`src/design/rmq_pkg.sv`:
```
package rmq_pkg;

  localparam int FRAC_BITS = 14;
  // Matrix entry width and derived internal widths.
  localparam int MW    = 16;
  localparam int SW    = MW + 3;
  localparam int MAGW  = MW + 1;
  localparam int PW    = MW + 1;
  localparam int RADW  = MAGW + FRAC_BITS - 2;
  localparam int RAD2  = RADW + (RADW % 2);
  localparam int ROOTW = RAD2 / 2;
  localparam int DIVW  = ROOTW + 2;
  localparam int NUMW  = PW + FRAC_BITS + 1;
  localparam int LANES = 3;
  localparam int VW    = 16;
  localparam int WW    = 15;
  localparam int PIVW  = 2;

  localparam logic [PIVW-1:0] PIV_X = 2'd0;
  localparam logic [PIVW-1:0] PIV_Y = 2'd1;
  localparam logic [PIVW-1:0] PIV_Z = 2'd2;
  localparam logic [PIVW-1:0] PIV_W = 2'd3;

  typedef struct packed {
    logic [PIVW-1:0]            piv;
    logic [LANES-1:0]           neg;
    logic [LANES-1:0][PW-1:0]   mag;
  } sq_side_t;

  typedef struct packed {
    logic [PIVW-1:0]  piv;
    logic [LANES-1:0] neg;
    logic [ROOTW-1:0] root;
  } dv_side_t;

endpackage

```
`src/design/rmq_sqrt.sv`:
```
module rmq_sqrt #(
  parameter int SIDE_W = 1
) (
  input  logic                          clk_i,
  input  logic                          rst_ni,
  input  logic                          en_i,
  input  logic                          valid_i,
  input  logic [rmq_pkg::RAD2-1:0]      rad_i,
  input  logic [SIDE_W-1:0]             side_i,
  output logic                          valid_o,
  output logic [rmq_pkg::ROOTW-1:0]     root_o,
  output logic [SIDE_W-1:0]             side_o
);
  import rmq_pkg::*;

  // One root bit per stage, most significant first.
  logic [ROOTW-1:0]              v_q;
  logic [ROOTW-1:0][RAD2-1:0]    rad_q;
  logic [ROOTW-1:0][ROOTW+1:0]   rem_q;
  logic [ROOTW-1:0][ROOTW-1:0]   root_q;
  logic [ROOTW-1:0][SIDE_W-1:0]  side_q;

  for (genvar k = 0; k < ROOTW; k++) begin : g_stage
    logic                v_in;
    logic [RAD2-1:0]     rad_in;
    logic [ROOTW+1:0]    rem_in;
    logic [ROOTW-1:0]    root_in;
    logic [SIDE_W-1:0]   side_in;
    logic [ROOTW+3:0]    r, t;
    logic                ge;

    if (k == 0) begin : g_first
      assign v_in    = valid_i;
      assign rad_in  = rad_i;
      assign rem_in  = '0;
      assign root_in = '0;
      assign side_in = side_i;
    end else begin : g_next
      assign v_in    = v_q[k-1];
      assign rad_in  = rad_q[k-1];
      assign rem_in  = rem_q[k-1];
      assign root_in = root_q[k-1];
      assign side_in = side_q[k-1];
    end

    assign r  = {rem_in, rad_in[RAD2-1 -: 2]};
    assign t  = {2'b00, root_in, 2'b01};
    assign ge = (r >= t);

    always_ff @(posedge clk_i or negedge rst_ni) begin
      if (!rst_ni) begin
        v_q[k] <= 1'b0;
      end else if (en_i) begin
        v_q[k] <= v_in;
      end
    end

    always_ff @(posedge clk_i) begin
      if (en_i) begin
        rad_q[k]  <= rad_in << 2;
        rem_q[k]  <= ge ? (ROOTW+2)'(r - t) : r[ROOTW+1:0];
        root_q[k] <= {root_in[ROOTW-2:0], ge};
        side_q[k] <= side_in;
      end
    end
  end

  assign valid_o = v_q[ROOTW-1];
  assign root_o  = root_q[ROOTW-1];
  assign side_o  = side_q[ROOTW-1];

endmodule

```
`config.mk`:
```
export PLATFORM = sky130hd
export DESIGN_NAME = rmq_sqrt
export DESIGN_NICKNAME = d
export VERILOG_FILES = /design/src/design/rmq_pkg.sv /design/src/design/rmq_sqrt.sv
export SDC_FILE = /design/constraint.sdc
export NUM_CORES = 1
export LEC_CHECK = 0
export ABC_AREA = 1
export ABC_CLOCK_PERIOD_IN_PS = 4350
export BUFFER_PORTS_ARGS = -buffer_cell sky130_fd_sc_hd__buf_2
export CAP_MARGIN = 15
export CORE_ASPECT_RATIO = 0.8
export CORE_MARGIN = 2
export CORE_UTILIZATION = 40
export DETAILED_ROUTE_END_ITERATION = 8
export SLEW_MARGIN = 0
export SYNTH_ARGS = -nofsm -noshare
export SYNTH_HDL_FRONTEND = slang
export SYNTH_SLANG_ARGS = --single-unit
```
`constraint.sdc`:
```
create_clock -name clk_i -period 4.35 [get_ports clk_i]
set_input_delay 0.87 -clock clk_i [delete_from_list [all_inputs] [get_ports clk_i]]
set_output_delay 0.87 -clock clk_i [all_outputs]
set_load 0.1 [all_outputs]
```
==> results.json <==
{
  "status": "finished clean",
  "ys_warn_count": 0,
  "yosysUniqueCellTypes": 48,
  "post_cts_buffers": 0,
  "fmax_mhz": 367,
  "htree_levels": 2,
  "clk_latency_ps": 660,
  "vias_per_cell": 4.77,
  "grt_pass1_vias": 19000,
  "drv_cap": 0,
  "drive_gt1_share_pct": 7.03,
  "critPathArrivalTime_ps": 3060,
  "crit_path_end_kind": "flop",
  "crit_path_start_kind": "flop",
  "clk_root_buffer_cell": "clkbuf_16",
  "cts_buffer_depth": 3,
  "grt.total_usage_pct": 16.5,
  "grt_pass1_wl_mm": 102,
  "setup_violations": 0,
  "maxSlewHeadroom_pct": 43.0,
  "die_h_microns": 249,
  "dr.pass1.iters": 5,
  "placed_area_sq_um": 31400,
  "rrSetupSlack_ps": 1630,
  "yosys_most_used_dff": "edfxtp_1",
  "top_level_ports": 52,
  "r2r_start": "g_stage[8].root_in[6]",
  "cp_slowest_cell": "nor2_2",
  "rsz0062_at_grt": "false",
  "areaGrowthSynthToFinish_pct": 11.5,
  "ant_nets": 0,
  "numCtsBuffers": 60,
  "crit_type": "reg2reg",
  "final_area_sq_um": 33400,
  "rr_endpoint": "g_stage[9].rem_in[3]",
  "antenna_found_initial": 0,
  "nNetsFinal": 3419,
  "peakVddDrop_v": 0.000335,
  "slew_viol_final": 0,
  "rows": 89,
  "critPathMaxFanout": 20,
  "async_reset_ff_share_pct": 2.59,
  "postCtsHoldBufs": 0,
  "crit_start": "g_stage[8].root_in[6]",
  "clock_skew_ps": 65.8,
  "power_leakage_uw": 0.0151,
  "post_cts_resize_count": 0,
  "syn_inst": 3157,
  "start_util_pct": 40.5,
  "hold_class": "in2async",
  "cts_tree": "done",
  "numClockSinks": 580,
  "worstSetupEndpoint": "g_stage[9].rem_in[3]",
  "antennaDiodeCount": 0,
  "gp_congestion": 0.917,
  "core_sq_um": 73900,
  "dieArea_sq_um": 77100,
  "syn-num-nets": 3327,
  "fp.dieW_microns": 310,
  "p_per_area_nw_per_um2": 444,
  "grt-ovfl-total": 0,
  "place_hpwl_mm": 47.3,
  "synth_area_sq_um": 29900,
  "grt_max_degree": 98,
  "drt_iter0_markers": 1887,
  "r2r_cells": 8,
  "vias": 20500,
  "io_buffers": 51,
  "syn_area_per_cell_sq_um": 9.48,
  "tightestPinTransition_ps": 855,
  "routed_wl_mm": 63.4,
  "synth_edf_count": 565,
  "drc_errors": 0,
  "path_clk_slew_ps": 60,
  "hold_violations": 0,
  "ys_ff_latch": 580,
  "required_ps": 4690,
  "crit_chain": "inv_1 > ha_1 > nand2_1 > nand2_1 > a21boi_0 > nand3_1 > nor2_2 > o21ai_1",
  "fin_crit_ps": 2720,
  "layout_commonest_cell": "nand2_1",
  "tns_ps": 0,
  "min_period_over_period_pct": 62.6,
  "final_cell_mix": "nand2_1, edfxtp_1, inv_1, nor2_1, nand3_1",
  "seq_area_frac_synth_pct": 57.9,
  "critPathMostFrequentCell": "nand2_1",
  "critPathMaxStageDelay_ps": 710,
  "wl_per_cell_microns": 14.8
}
==> critical path, delay by kind of cell (launching register included) <==
family	cells	cell delay, ps
flip-flops	1	420
adder cells (fa/ha/maj)	1	270
buffers and inverters	1	100
AND/OR/NAND/NOR	4	1050
AO/OA/AOI/OAI	2	550
==> layout make-up <==
| class | count | area (sq um) |
|---|---|---|
| clock buffers | 90 | 1730 |
| clock inverters | 22 | 251 |
| fillers | 7033 | 40600 |
| inverters | 561 | 2110 |
| multi-input cells | 1982 | 10200 |
| flip-flops and latches | 580 | 17300 |
| well taps | 1001 | 1250 |
| repair buffers | 64 | 450 |
==> per-layer routing <==
| metal | vias up | part of all wire [%] | track usage, % |
|---|---|---|---|
| li1 | 10500 | - | - |
| met1 | 9348 | 54 | 27.9 |
| met2 | 592 | 37 | 21.5 |
| met3 | 77 | 7.2 | 2.85 |
| met4 | 0 | 1.5 | 3.40 |
| met5 | - | 0 | 0 |
==> how the worst min path moves through the flow <==
stage,to,startpoint,depth (start not counted),slack (ps)
after floorplan,g_stage[10].rad_in[20],g_stage[9].rad_in[18],0,400
after global placement,g_stage[9].rad_in[23],g_stage[8].rad_in[21],0,400
after detailed placement,g_stage[11].rad_in[28],g_stage[10].rad_in[26],0,400
after CTS,g_stage[14].v_in,rst_ni,1,80
after global routing,g_stage[1].v_in,rst_ni,1,120
final,valid_o,rst_ni,1,120
==> power by group <==
group          switching (uW)  internal [uW]  leakage, uW
combinational            1700            842      0.00854
clock                    2160           2940     0.000967
sequential                355           6820      0.00560
==> sequential cells by signal (all words and copies together) (netlist names) <==
name / flops
g_stage.side_in: 14
g_stage.rem_in: 220
root_o: 15
g_stage.root_in: 105
side_o: 1
valid_o: 1
g_stage.rad_in: 210
g_stage.v_in: 14
==> through the flow <==
stage	util (%)	cells	setup slack, ps	power [uW]	hold slack [ps]
floorplan	-	3157	2460	8990	400
finish	45.1	4300	1630	14800	116
CTS	45.1	4300	1670	14900	81.9
global placement	42.4	4188	1670	9760	401
detailed placement	42.4	4188	1680	9780	405
global route	45.1	4300	1330	15600	115
==> cells by family (layout without fill, tap and decap cells) <==
family	Yosys count	after routing	share of synthesized area, %
XOR/XNOR	83	83	2.43
other	1	1	0.0125
flip-flops	580	580	57.9
adder cells (fa/ha/maj)	135	135	5.64
buffers and inverters	595	737	7.88
multiplexers	1	1	0.0376
AO/OA/AOI/OAI	214	214	3.87
AND/OR/NAND/NOR	1548	1548	22.2
==> synth_stat cells, types with 2 or more instances <==
| library cell | n | area share, % |
|---|---|---|
| nand2_1 | 982 | 12 |
| edfxtp_1 | 565 | 57 |
| inv_1 | 554 | 6.9 |
| nor2_1 | 215 | 2.7 |
| nand3_1 | 151 | 2.5 |
| ha_1 | 135 | 5.6 |
| a21oi_1 | 106 | 1.8 |
| nand4_1 | 82 | 1.7 |
| o21ai_0 | 60 | 1.0 |
| xor2_1 | 59 | 1.7 |
| nor3_1 | 26 | 0.43 |
| xnor2_1 | 24 | 0.70 |
| nand3b_1 | 20 | 0.50 |
| o21ai_1 | 20 | 0.33 |
| dfrtp_1 | 15 | 1.3 |
| nor2_2 | 14 | 0.29 |
| nand2_2 | 12 | 0.25 |
| buf_4 | 10 | 0.25 |
| buf_6 | 9 | 0.34 |
| a21oi_2 | 8 | 0.23 |
| nor2_4 | 8 | 0.30 |
| inv_2 | 7 | 0.088 |
| and2_1 | 6 | 0.13 |
| buf_2 | 6 | 0.10 |
| clkbuf_1 | 6 | 0.075 |
| nand3_2 | 6 | 0.20 |
| o21bai_1 | 6 | 0.15 |
| or2_2 | 6 | 0.13 |
| o21ai_2 | 4 | 0.12 |
| and3_1 | 3 | 0.063 |
| nand4_4 | 3 | 0.21 |
| nor3_2 | 3 | 0.10 |
| o211ai_1 | 3 | 0.075 |
| o21a_1 | 3 | 0.075 |
| a21boi_0 | 2 | 0.050 |
| clkbuf_2 | 2 | 0.033 |
| nand4_2 | 2 | 0.084 |
| nor3b_1 | 2 | 0.050 |
| nor4_1 | 2 | 0.042 |
| or2_0 | 2 | 0.042 |
Note: power is estimated with default switching activity, not from simulation.
