File: src/design/rmq_pkg.sv
package rmq_pkg;

  localparam int FRAC_BITS = 14;
  // Matrix entry width and derived internal widths.
  localparam int MW    = 16;
  localparam int SW    = MW + 3;
  localparam int MAGW  = MW + 1;
  localparam int PW    = MW + 1;
  localparam int RADW  = MAGW + FRAC_BITS - 2;
  localparam int RAD2  = RADW + (RADW % 2);
  localparam int ROOTW = RAD2 / 2;
  localparam int DIVW  = ROOTW + 2;
  localparam int NUMW  = PW + FRAC_BITS + 1;
  localparam int LANES = 3;
  localparam int VW    = 16;
  localparam int WW    = 15;
  localparam int PIVW  = 2;

  localparam logic [PIVW-1:0] PIV_X = 2'd0;
  localparam logic [PIVW-1:0] PIV_Y = 2'd1;
  localparam logic [PIVW-1:0] PIV_Z = 2'd2;
  localparam logic [PIVW-1:0] PIV_W = 2'd3;

  typedef struct packed {
    logic [PIVW-1:0]            piv;
    logic [LANES-1:0]           neg;
    logic [LANES-1:0][PW-1:0]   mag;
  } sq_side_t;

  typedef struct packed {
    logic [PIVW-1:0]  piv;
    logic [LANES-1:0] neg;
    logic [ROOTW-1:0] root;
  } dv_side_t;

endpackage

File: src/design/rmq_front.sv
module rmq_front (
  input  logic                              clk_i,
  input  logic                              rst_ni,
  input  logic                              en_i,
  input  logic                              valid_i,
  input  logic signed [rmq_pkg::MW-1:0]     m00_i,
  input  logic signed [rmq_pkg::MW-1:0]     m01_i,
  input  logic signed [rmq_pkg::MW-1:0]     m02_i,
  input  logic signed [rmq_pkg::MW-1:0]     m10_i,
  input  logic signed [rmq_pkg::MW-1:0]     m11_i,
  input  logic signed [rmq_pkg::MW-1:0]     m12_i,
  input  logic signed [rmq_pkg::MW-1:0]     m20_i,
  input  logic signed [rmq_pkg::MW-1:0]     m21_i,
  input  logic signed [rmq_pkg::MW-1:0]     m22_i,
  output logic                              valid_o,
  output logic [rmq_pkg::RAD2-1:0]          rad_o,
  output rmq_pkg::sq_side_t                 side_o
);
  import rmq_pkg::*;

  localparam logic signed [SW-1:0] ONE = SW'(2**FRAC_BITS);

  logic                      va_q;
  logic [3:0][MAGW-1:0]      mag_d, mag_q;
  logic [5:0][PW-1:0]        pm_d, pm_q;
  logic [5:0]                pn_d, pn_q;

  logic                      vb_q;
  logic [RAD2-1:0]           rad_d, rad_q;
  sq_side_t                  side_d, side_q;

  always_comb begin
    logic signed [SW-1:0] s [4];
    logic signed [SW-1:0] sa;
    logic signed [PW-1:0] p [6];
    logic signed [PW-1:0] pa;
    s[0] = ONE + SW'(m00_i) - SW'(m11_i) - SW'(m22_i);
    s[1] = ONE - SW'(m00_i) + SW'(m11_i) - SW'(m22_i);
    s[2] = ONE - SW'(m00_i) - SW'(m11_i) + SW'(m22_i);
    s[3] = ONE + SW'(m00_i) + SW'(m11_i) + SW'(m22_i);
    for (int i = 0; i < 4; i++) begin
      sa = s[i][SW-1] ? -s[i] : s[i];
      mag_d[i] = sa[MAGW-1:0];
    end
    p[0] = PW'(m01_i) + PW'(m10_i);
    p[1] = PW'(m02_i) + PW'(m20_i);
    p[2] = PW'(m12_i) + PW'(m21_i);
    p[3] = PW'(m12_i) - PW'(m21_i);
    p[4] = PW'(m20_i) - PW'(m02_i);
    p[5] = PW'(m01_i) - PW'(m10_i);
    for (int i = 0; i < 6; i++) begin
      pa = p[i][PW-1] ? -p[i] : p[i];
      pm_d[i] = pa;
      pn_d[i] = p[i][PW-1];
    end
  end

  // Pivot search: a later candidate wins only when strictly larger.
  always_comb begin
    logic [PIVW-1:0] piv;
    logic [MAGW-1:0] best;
    logic [2:0][2:0] sel;
    piv  = PIV_X;
    best = mag_q[0];
    if (mag_q[1] > best) begin
      piv  = PIV_Y;
      best = mag_q[1];
    end
    if (mag_q[2] > best) begin
      piv  = PIV_Z;
      best = mag_q[2];
    end
    if (mag_q[3] > best) begin
      piv  = PIV_W;
      best = mag_q[3];
    end
    case (piv)
      PIV_X:   sel = {3'd3, 3'd1, 3'd0};
      PIV_Y:   sel = {3'd4, 3'd2, 3'd0};
      PIV_Z:   sel = {3'd5, 3'd2, 3'd1};
      default: sel = {3'd5, 3'd4, 3'd3};
    endcase
    side_d.piv = piv;
    for (int l = 0; l < LANES; l++) begin
      side_d.mag[l] = pm_q[sel[l]];
      side_d.neg[l] = pn_q[sel[l]];
    end
    rad_d = RAD2'(best) << (FRAC_BITS - 2);
  end

  always_ff @(posedge clk_i or negedge rst_ni) begin
    if (!rst_ni) begin
      va_q <= 1'b0;
      vb_q <= 1'b0;
    end else if (en_i) begin
      va_q <= valid_i;
      vb_q <= va_q;
    end
  end

  always_ff @(posedge clk_i) begin
    if (en_i) begin
      mag_q  <= mag_d;
      pm_q   <= pm_d;
      pn_q   <= pn_d;
      rad_q  <= rad_d;
      side_q <= side_d;
    end
  end

  assign valid_o = vb_q;
  assign rad_o   = rad_q;
  assign side_o  = side_q;

endmodule

File: config.mk
export PLATFORM = sky130hd
export DESIGN_NAME = rmq_front
export DESIGN_NICKNAME = d
export VERILOG_FILES = /design/src/design/rmq_pkg.sv /design/src/design/rmq_front.sv
export SDC_FILE = /design/constraint.sdc
export NUM_CORES = 1
export LEC_CHECK = 0
export ABC_CLOCK_PERIOD_IN_PS = 10600
export BUFFER_PORTS_ARGS = -buffer_cell sky130_fd_sc_hd__buf_2
export CORE_ASPECT_RATIO = 1.4
export CORE_MARGIN = 3
export CORE_UTILIZATION = 60
export DETAILED_ROUTE_END_ITERATION = 12
export PLACE_DENSITY = 0.84
export SLEW_MARGIN = 10
export SYNTH_ARGS = -nofsm -noshare
export SYNTH_HDL_FRONTEND = slang
export SYNTH_SLANG_ARGS = --single-unit
export TNS_END_PERCENT = 30
File: constraint.sdc
create_clock -name clk_i -period 10.6 [get_ports clk_i]
set_input_delay 1.06 -clock clk_i [delete_from_list [all_inputs] [get_ports clk_i]]
set_output_delay 1.06 -clock clk_i [all_outputs]
set_load 0.1 [all_outputs]
==> results of run 1 <==
[registers in the layout, summed over array words and instances, names as in the netlist]
name	count
mag_q	66
pm_q	99
pn_q	6
rad_o	17
side_o	56
va_q	1
valid_o	1
[worst min path at each step]
stage | start | slack, ns | cells after the start | endpoint
after global routing | rst_ni | 0.28 | 1 | valid_o
final | rst_ni | 0.30 | 1 | valid_o
after detailed placement | va_q | 0.50 | 1 | va_q
after CTS | rst_ni | 0.28 | 1 | va_q
after global placement | va_q | 0.48 | 1 | va_q
after floorplan | va_q | 0.47 | 1 | va_q
[cells by family after synthesis]
family	after synthesis	synth area share, %
other cells	1	0.0154
compound gates	539	14.9
simple gates	658	13.8
mux	100	6.88
buf+inv	327	5.36
flops	246	30.4
xor+xnor	280	10.1
fa+ha+maj	316	18.6
[cells in the mapped netlist (25+ instances only)]
cell type / n
sky130_fd_sc_hd__nor2_1: 194
sky130_fd_sc_hd__nand2_1: 92
sky130_fd_sc_hd__clkbuf_1: 63
sky130_fd_sc_hd__o21a_1: 31
sky130_fd_sc_hd__nand2b_1: 30
sky130_fd_sc_hd__o21ai_0: 89
sky130_fd_sc_hd__nor2b_1: 27
sky130_fd_sc_hd__xor2_1: 88
sky130_fd_sc_hd__and3_1: 26
sky130_fd_sc_hd__nor3_1: 61
sky130_fd_sc_hd__mux2i_1: 25
sky130_fd_sc_hd__nand3_1: 66
sky130_fd_sc_hd__fa_1: 75
sky130_fd_sc_hd__and2_1: 29
sky130_fd_sc_hd__inv_1: 231
sky130_fd_sc_hd__edfxtp_1: 244
sky130_fd_sc_hd__a211oi_1: 28
sky130_fd_sc_hd__a21o_1: 48
sky130_fd_sc_hd__a31oi_1: 53
sky130_fd_sc_hd__a21oi_1: 122
sky130_fd_sc_hd__mux4_2: 51
sky130_fd_sc_hd__ha_1: 241
sky130_fd_sc_hd__xnor2_1: 192
[through the flow]
stage | instance area, um^2 | setup slack [ns]
2_1_floorplan | 24300 | 2.07
3_3_place_gp | 25800 | 2.03
3_5_place_dp | 25800 | 1.76
4_1_cts | 26600 | 1.76
5_1_grt | 26600 | 1.11
6_report | 26600 | 1.67
[worst max-delay path: cells and delay by family, from the launching register on]
kind / cells / cell delay, ns
compound gates: 20 / 4.78
simple gates: 5 / 1.35
fa+ha+maj: 4 / 1.18
buf+inv: 4 / 0.92
flops: 1 / 0.39
[layout by cell type (no fill, tap or decap), types with 30 or more instances in the layout]
cell	instances
sky130_fd_sc_hd__o21a_1	31
sky130_fd_sc_hd__xor2_1	88
sky130_fd_sc_hd__nor2_1	194
sky130_fd_sc_hd__nand2b_1	30
sky130_fd_sc_hd__a31oi_1	53
sky130_fd_sc_hd__mux4_2	51
sky130_fd_sc_hd__ha_1	239
sky130_fd_sc_hd__a21o_1	48
sky130_fd_sc_hd__fa_1	75
sky130_fd_sc_hd__edfxtp_1	244
sky130_fd_sc_hd__o21ai_0	89
sky130_fd_sc_hd__buf_2	220
sky130_fd_sc_hd__xnor2_1	192
sky130_fd_sc_hd__inv_1	231
sky130_fd_sc_hd__nand2_1	92
sky130_fd_sc_hd__a21oi_1	122
sky130_fd_sc_hd__nor3_1	61
sky130_fd_sc_hd__nand3_1	66
[routing by layer]
layer	GRT usage, %	vias up	wire (um)
met5	0	-	0
met4	18.8	0	4940
met3	3.54	207	4000
met2	58.4	801	36200
met1	32.6	9464	23100
li1	-	9284	-
[final cells by class]
class | instances | area (um^2) | share of cell area, %
well taps | 528 | 661 | 2.48
clock inverters | 9 | 100 | 0.376
repair buffers | 240 | 1260 | 4.73
flip-flops and latches | 246 | 7380 | 27.7
inverters | 234 | 878 | 3.30
clock buffers | 33 | 666 | 2.50
multi-input cells | 1906 | 15700 | 58.9
==> run_summary.xml, run 1 <==
<?xml version="1.0" encoding="UTF-8"?>
<metrics>
  <group name="clocking">
    <metric name="post-cts-setup-buffers" unit="">0</metric>
    <metric name="clk_slew_on_worst_s_h_paths" unit="ns">0.07</metric>
    <metric name="cts.htree.levels" unit="">1</metric>
    <metric name="cts-root-to-sink-buffers" unit="">3</metric>
    <metric name="cts.repair.resized" unit="">0</metric>
    <metric name="clockRootBuffer" unit="">sky130_fd_sc_hd__clkbuf_16</metric>
    <metric name="clock-sinks" unit="">246</metric>
    <metric name="ctsHoldBuffers" unit="">0</metric>
    <metric name="clk-insertion-delay-late" unit="ns">0.54</metric>
    <metric name="tritoncts_buffer_count" unit="">25</metric>
    <metric name="tritoncts" unit="">built</metric>
  </group>
  <group name="critical_path">
    <metric name="worst_r2r_path_depth" unit="">33</metric>
    <metric name="worst_setup_path_end_kind" unit="">register</metric>
    <metric name="critical_path.startpoint" unit="">mag_q[19]</metric>
    <metric name="critical_path.startpoint_type" unit="">register</metric>
    <metric name="timing.critical_path.to" unit="">side_o[25]</metric>
    <metric name="timing.rr.start" unit="">mag_q[19]</metric>
    <metric name="cpMaxStageDelayCell" unit="">sky130_fd_sc_hd__a2111o_1</metric>
    <metric name="data_arrival_time_of_the_critical_path" unit="ns">9.16</metric>
    <metric name="timing.reg2reg.setup_slack" unit="ns">1.67</metric>
    <metric name="crit-reg2reg-capture" unit="">side_o[25]</metric>
    <metric name="worst_path_largest_cell_delay" unit="ns">0.72</metric>
    <metric name="cpMostUsedCell" unit="">sky130_fd_sc_hd__a21o_1</metric>
    <metric name="path_max_fanout" unit="">34</metric>
    <metric name="path_class" unit="">register to register</metric>
    <metric name="crit_required" unit="ns">10.83</metric>
  </group>
  <group name="die">
    <metric name="fp.dieW" unit="um">176</metric>
    <metric name="floorplan_die_height" unit="um">244</metric>
    <metric name="floorplan.initialDensity" unit="%">61.2</metric>
    <metric name="ios" unit="">235</metric>
    <metric name="num_rows" unit="">86</metric>
    <metric name="core_area" unit="um^2">39700</metric>
    <metric name="floorplan.die_area" unit="um^2">43000</metric>
  </group>
  <group name="min_path">
    <metric name="worstHoldPathType" unit="">primary input to async pin</metric>
  </group>
  <group name="timing">
    <metric name="timing.slew.headroom" unit="%">32.9</metric>
    <metric name="max_slew.worst_pin.slew" unit="ns">0.998</metric>
    <metric name="max_freq" unit="GHz">0.112</metric>
    <metric name="final_period_minus_worst_setup_slack" unit="ns">8.93</metric>
    <metric name="hold_slack" unit="ns">0.301</metric>
    <metric name="final.setup.tns" unit="ns">0</metric>
    <metric name="final-max-slew-violation-count" unit="">0</metric>
    <metric name="clock_skew" unit="ns">0.0112</metric>
    <metric name="final_min_period_over_clock_period" unit="%">84.2</metric>
    <metric name="setup_repair_after_global_routing_missed_its_margin" unit="">no</metric>
    <metric name="final_setup_violation_count" unit="">0</metric>
    <metric name="timing_hold_violations_final" unit="">0</metric>
  </group>
  <group name="synth">
    <metric name="syn-cell-area" unit="um^2">24300</metric>
    <metric name="synth_warnings" unit="">0</metric>
    <metric name="synth_area_leader_cell" unit="">sky130_fd_sc_hd__edfxtp_1</metric>
    <metric name="synthFlopType" unit="">sky130_fd_sc_hd__edfxtp_1</metric>
    <metric name="post-synth-top-area-fraction" unit="%">30.2</metric>
    <metric name="synth_sequential_area_ratio" unit="%">30.4</metric>
    <metric name="synth.area.top_cells" unit="">sky130_fd_sc_hd__edfxtp_1 30%, sky130_fd_sc_hd__ha_1 12%, sky130_fd_sc_hd__xnor2_1 6.9%, sky130_fd_sc_hd__fa_1 6.2%, sky130_fd_sc_hd__mux4_2 4.7%</metric>
    <metric name="synth_cells" unit="">2467</metric>
    <metric name="synthArstFlopShare" unit="%">0.813</metric>
    <metric name="synth.distinct_cells" unit="">90</metric>
    <metric name="synth-edff-count" unit="">244</metric>
    <metric name="syn_avg_cell_area" unit="um^2">9.85</metric>
    <metric name="postSynthRegisterBits" unit="">246</metric>
  </group>
  <group name="run">
    <metric name="drv_cap" unit="">0</metric>
  </group>
  <group name="route">
    <metric name="total_wirelength" unit="um">68300</metric>
    <metric name="detail_route.drc_violations" unit="">0</metric>
    <metric name="wire_per_inst" unit="um">21.4</metric>
    <metric name="dr.pass1.iters" unit="">5</metric>
    <metric name="vias" unit="">19756</metric>
    <metric name="remaining_antenna_violation_count_after_routing" unit="">0</metric>
    <metric name="routed_via_density" unit="">6.18</metric>
    <metric name="drt_iter0_drc" unit="">1624</metric>
  </group>
  <group name="finish">
    <metric name="final-instance-count-excl-fill" unit="">3196</metric>
    <metric name="area_growth_syn_to_layout" unit="%">9.53</metric>
    <metric name="final_antenna_diode_count" unit="">0</metric>
    <metric name="fillerInstances" unit="">3109</metric>
    <metric name="postLayoutCoreUtil" unit="%">67.0</metric>
    <metric name="fin_nets" unit="">3117</metric>
    <metric name="share_of_cells_above_drive_strength_1" unit="%">14.5</metric>
  </group>
  <group name="grt">
    <metric name="globalRouteTotalUtil" unit="%">31.0</metric>
    <metric name="grt_overflow" unit="">0</metric>
    <metric name="grt_first_pass_wirelength" unit="um">105000</metric>
    <metric name="pin_count_of_the_biggest_net_entering_global_routing" unit="">112</metric>
    <metric name="first_global_vias" unit="">19761</metric>
    <metric name="grt_antenna_before_repair" unit="">0</metric>
  </group>
  <group name="placed_design">
    <metric name="post-dp-hpwl" unit="um">56000</metric>
    <metric name="place.gp.congestion" unit="">1.02</metric>
    <metric name="post-place-cells" unit="">3154</metric>
    <metric name="port-buffer-count" unit="">221</metric>
  </group>
  <group name="run_status">
    <metric name="run_status" unit="">finished clean</metric>
  </group>
</metrics>
Power of run 1 is not shown: default switching activity piles up to over one toggle a cycle in this logic, so the estimate is an artifact.
==> run 2, diff against run 1 <==
ABC_AREA = 1   (was not set)
ABC_CLOCK_PERIOD_IN_PS = 8100   (was 10600)
CORE_UTILIZATION = 57   (was 60)
PLACE_DENSITY = 0.83   (was 0.84)
clock period = 8.1 ns   (was 10.6 ns; I/O delays follow)
==> run 2 against run 1 <==
First-iteration DRC count grew 30%. Maximum frequency rose by 21%. Utilization decreased by 4.6 points. Register-to-register slack got worse by 0.95 ns. Critical path depth grew 4. Wire length increased by 30%. Global-route usage grew 1.8 points. Cell area rose by 15%. Non-clock buffer count decreased by 5. Clock-buffer cell count shrank 3. Die area is 22% higher. Synthesized area grew 17%. Critical endpoint is now side_o[52]. Largest cell class unchanged.
==> run_summary.xml, run 2 <==
<?xml version="1.0" encoding="UTF-8"?>
<metrics>
  <group name="run_status">
    <metric name="run_status" unit="">finished clean</metric>
  </group>
  <group name="finish">
    <metric name="area_growth_syn_to_layout" unit="%">8.18</metric>
    <metric name="final-instance-count-excl-fill" unit="">5055</metric>
    <metric name="fin_nets" unit="">4862</metric>
    <metric name="layout.cells.most_common" unit="">sky130_fd_sc_hd__nand2_1</metric>
    <metric name="largest_register_ff_count" unit="">99</metric>
    <metric name="most_frequent_cells_in_the_layout" unit="">1403 x sky130_fd_sc_hd__nand2_1, 654 x sky130_fd_sc_hd__inv_1, 394 x sky130_fd_sc_hd__nand3_1</metric>
    <metric name="top_register" unit="">pm_q</metric>
    <metric name="share_of_cells_above_drive_strength_1" unit="%">8.47</metric>
  </group>
  <group name="grt">
    <metric name="pin_count_of_the_biggest_net_entering_global_routing" unit="">95</metric>
    <metric name="grt_first_pass_wirelength" unit="um">137000</metric>
    <metric name="first_global_vias" unit="">26388</metric>
    <metric name="globalRouteTotalUtil" unit="%">32.8</metric>
    <metric name="grt_overflow" unit="">0</metric>
    <metric name="grt_antenna_before_repair" unit="">1</metric>
  </group>
  <group name="route">
    <metric name="detail_route.drc_violations" unit="">0</metric>
    <metric name="dr.pass1.iters" unit="">7</metric>
    <metric name="wire_per_inst" unit="um">17.6</metric>
    <metric name="vias" unit="">27776</metric>
    <metric name="drt_iter0_drc" unit="">2117</metric>
    <metric name="total_wirelength" unit="um">89100</metric>
    <metric name="routed_via_density" unit="">5.49</metric>
    <metric name="remaining_antenna_violation_count_after_routing" unit="">0</metric>
  </group>
  <group name="die">
    <metric name="floorplan.initialDensity" unit="%">57.7</metric>
    <metric name="floorplan.die_area" unit="um^2">52500</metric>
    <metric name="num_rows" unit="">96</metric>
    <metric name="ios" unit="">235</metric>
    <metric name="fp.dieW" unit="um">195</metric>
    <metric name="core_area" unit="um^2">49100</metric>
    <metric name="floorplan_die_height" unit="um">270</metric>
  </group>
  <group name="synth">
    <metric name="postSynthRegisterBits" unit="">246</metric>
    <metric name="synthTopCellsByCount" unit="">1404 x sky130_fd_sc_hd__nand2_1, 654 x sky130_fd_sc_hd__inv_1, 394 x sky130_fd_sc_hd__nand3_1, 338 x sky130_fd_sc_hd__nor2_1, 244 x sky130_fd_sc_hd__edfxtp_1</metric>
    <metric name="yosysMostFrequentCell" unit="">sky130_fd_sc_hd__nand2_1</metric>
    <metric name="synthFlopType" unit="">sky130_fd_sc_hd__edfxtp_1</metric>
    <metric name="synth_cells" unit="">4233</metric>
    <metric name="synth_sequential_area_ratio" unit="%">26.0</metric>
    <metric name="post-synth-top-area-fraction" unit="%">25.8</metric>
    <metric name="synth-edff-count" unit="">244</metric>
    <metric name="synth.distinct_cells" unit="">51</metric>
    <metric name="synth_area_leader_cell" unit="">sky130_fd_sc_hd__edfxtp_1</metric>
    <metric name="synth.area.top_cells" unit="">sky130_fd_sc_hd__edfxtp_1 26%, sky130_fd_sc_hd__nand2_1 19%, sky130_fd_sc_hd__ha_1 11%, sky130_fd_sc_hd__inv_1 8.7%, sky130_fd_sc_hd__nand3_1 7.0%</metric>
    <metric name="syn_avg_cell_area" unit="um^2">6.70</metric>
    <metric name="syn-cell-area" unit="um^2">28400</metric>
    <metric name="synthArstFlopShare" unit="%">0.813</metric>
    <metric name="synth_warnings" unit="">0</metric>
  </group>
  <group name="clocking">
    <metric name="ctsHoldBuffers" unit="">0</metric>
    <metric name="clk_slew_on_worst_s_h_paths" unit="ns">0.06</metric>
    <metric name="clk-insertion-delay-late" unit="ns">0.56</metric>
    <metric name="post-cts-setup-buffers" unit="">0</metric>
    <metric name="cts.repair.resized" unit="">0</metric>
    <metric name="clockRootBuffer" unit="">sky130_fd_sc_hd__clkbuf_16</metric>
    <metric name="cts-root-to-sink-buffers" unit="">3</metric>
    <metric name="tritoncts_buffer_count" unit="">26</metric>
    <metric name="clock-sinks" unit="">246</metric>
    <metric name="cts.htree.levels" unit="">1</metric>
    <metric name="tritoncts" unit="">built</metric>
  </group>
  <group name="timing">
    <metric name="setup_repair_after_global_routing_missed_its_margin" unit="">no</metric>
    <metric name="timing_hold_violations_final" unit="">0</metric>
    <metric name="timing.slew.headroom" unit="%">33.0</metric>
    <metric name="final-max-slew-violation-count" unit="">0</metric>
    <metric name="clock_skew" unit="ns">0.0147</metric>
    <metric name="hold_slack" unit="ns">0.0371</metric>
    <metric name="final.setup.tns" unit="ns">0</metric>
    <metric name="max_freq" unit="GHz">0.135</metric>
    <metric name="final_period_minus_worst_setup_slack" unit="ns">7.38</metric>
    <metric name="final_setup_violation_count" unit="">0</metric>
    <metric name="final_min_period_over_clock_period" unit="%">91.1</metric>
    <metric name="max_slew.worst_pin.slew" unit="ns">1.00</metric>
  </group>
  <group name="critical_path">
    <metric name="timing.reg2reg.setup_slack" unit="ns">0.72</metric>
    <metric name="data_arrival_time_of_the_critical_path" unit="ns">7.81</metric>
    <metric name="crit_required" unit="ns">8.52</metric>
    <metric name="cpMostUsedCell" unit="">sky130_fd_sc_hd__nand2_1</metric>
    <metric name="path_class" unit="">register to register</metric>
    <metric name="worst_path_largest_cell_delay" unit="ns">0.47</metric>
    <metric name="worst_setup_path_end_kind" unit="">register</metric>
    <metric name="critical_path.startpoint_type" unit="">register</metric>
    <metric name="cpMaxStageDelayCell" unit="">sky130_fd_sc_hd__nand4_2</metric>
    <metric name="path_max_fanout" unit="">20</metric>
  </group>
  <group name="placed_design">
    <metric name="post-dp-hpwl" unit="um">73300</metric>
    <metric name="post-place-cells" unit="">5007</metric>
    <metric name="place.gp.congestion" unit="">1.01</metric>
    <metric name="port-buffer-count" unit="">221</metric>
  </group>
  <group name="min_path">
    <metric name="worstHoldPathType" unit="">primary input to async pin</metric>
  </group>
  <group name="run">
    <metric name="drv_cap" unit="">0</metric>
  </group>
</metrics>
run 2: per-stage QoR:
step | setup WS, ns | cell area [um^2] | utilization [%]
5_1_grt | 0.0534 | 30700 | 62.4
4_1_cts | 0.748 | 30700 | 62.4
2_1_floorplan | 2.35 | 28400 | -
3_3_place_gp | 0.993 | 29800 | 60.6
3_5_place_dp | 0.753 | 29800 | 60.6
6_report | 0.717 | 30700 | 62.4
run 2: critical path: cells and delay by family, from the launching register on:
| kind | cells | cell delay [ns] |
|---|---|---|
| AO/OA/AOI/OAI | 5 | 0.87 |
| AND/OR/NAND/NOR | 19 | 3.31 |
| flip-flops | 1 | 0.40 |
| buffers and inverters | 9 | 1.50 |
| adder cells (fa/ha/maj) | 4 | 1.12 |
run 2: path summary, 6_finish.rpt:
path / startpoint / to / depth (start not counted)
max in group asynchronous: rst_ni / valid_o / 1
worst max-delay path: mag_q[31] / side_o[52] / 37
worst min register to register: va_q / valid_o / 2
worst max register to register: mag_q[31] / side_o[52] / 37
min in group clk_i: valid_i / va_q / 3
worst min-delay path: rst_ni / va_q / 1
run 2: logic make-up after synthesis:
| logic type | Yosys count | share of synthesized area (%) |
|---|---|---|
| adder cells (fa/ha/maj) | 316 | 15.9 |
| other | 1 | 0.0132 |
| buffers and inverters | 786 | 11.3 |
| AND/OR/NAND/NOR | 2331 | 34.6 |
| XOR/XNOR | 129 | 4.06 |
| AO/OA/AOI/OAI | 424 | 8.03 |
| flip-flops | 246 | 26.0 |
run 2: routing by layer:
layer	global-route usage, %	wire length [um]	vias up
met5	0	0	-
met4	26.0	8640	0
met3	3.11	4540	336
met2	59.9	44700	1071
met1	34.1	31200	12585
li1	-	-	13784
run 2: area by class of cell:
class	instances	area, um^2
antenna	1	2.50
clock buffer	30	687
clock inverter	17	215
fill	4675	18500
inverter	676	2550
multi-input combinational	3213	17800
sequential	246	7380
tap	637	797
timing repair buffer	235	1220
Power of run 2 is left out for the same reason.
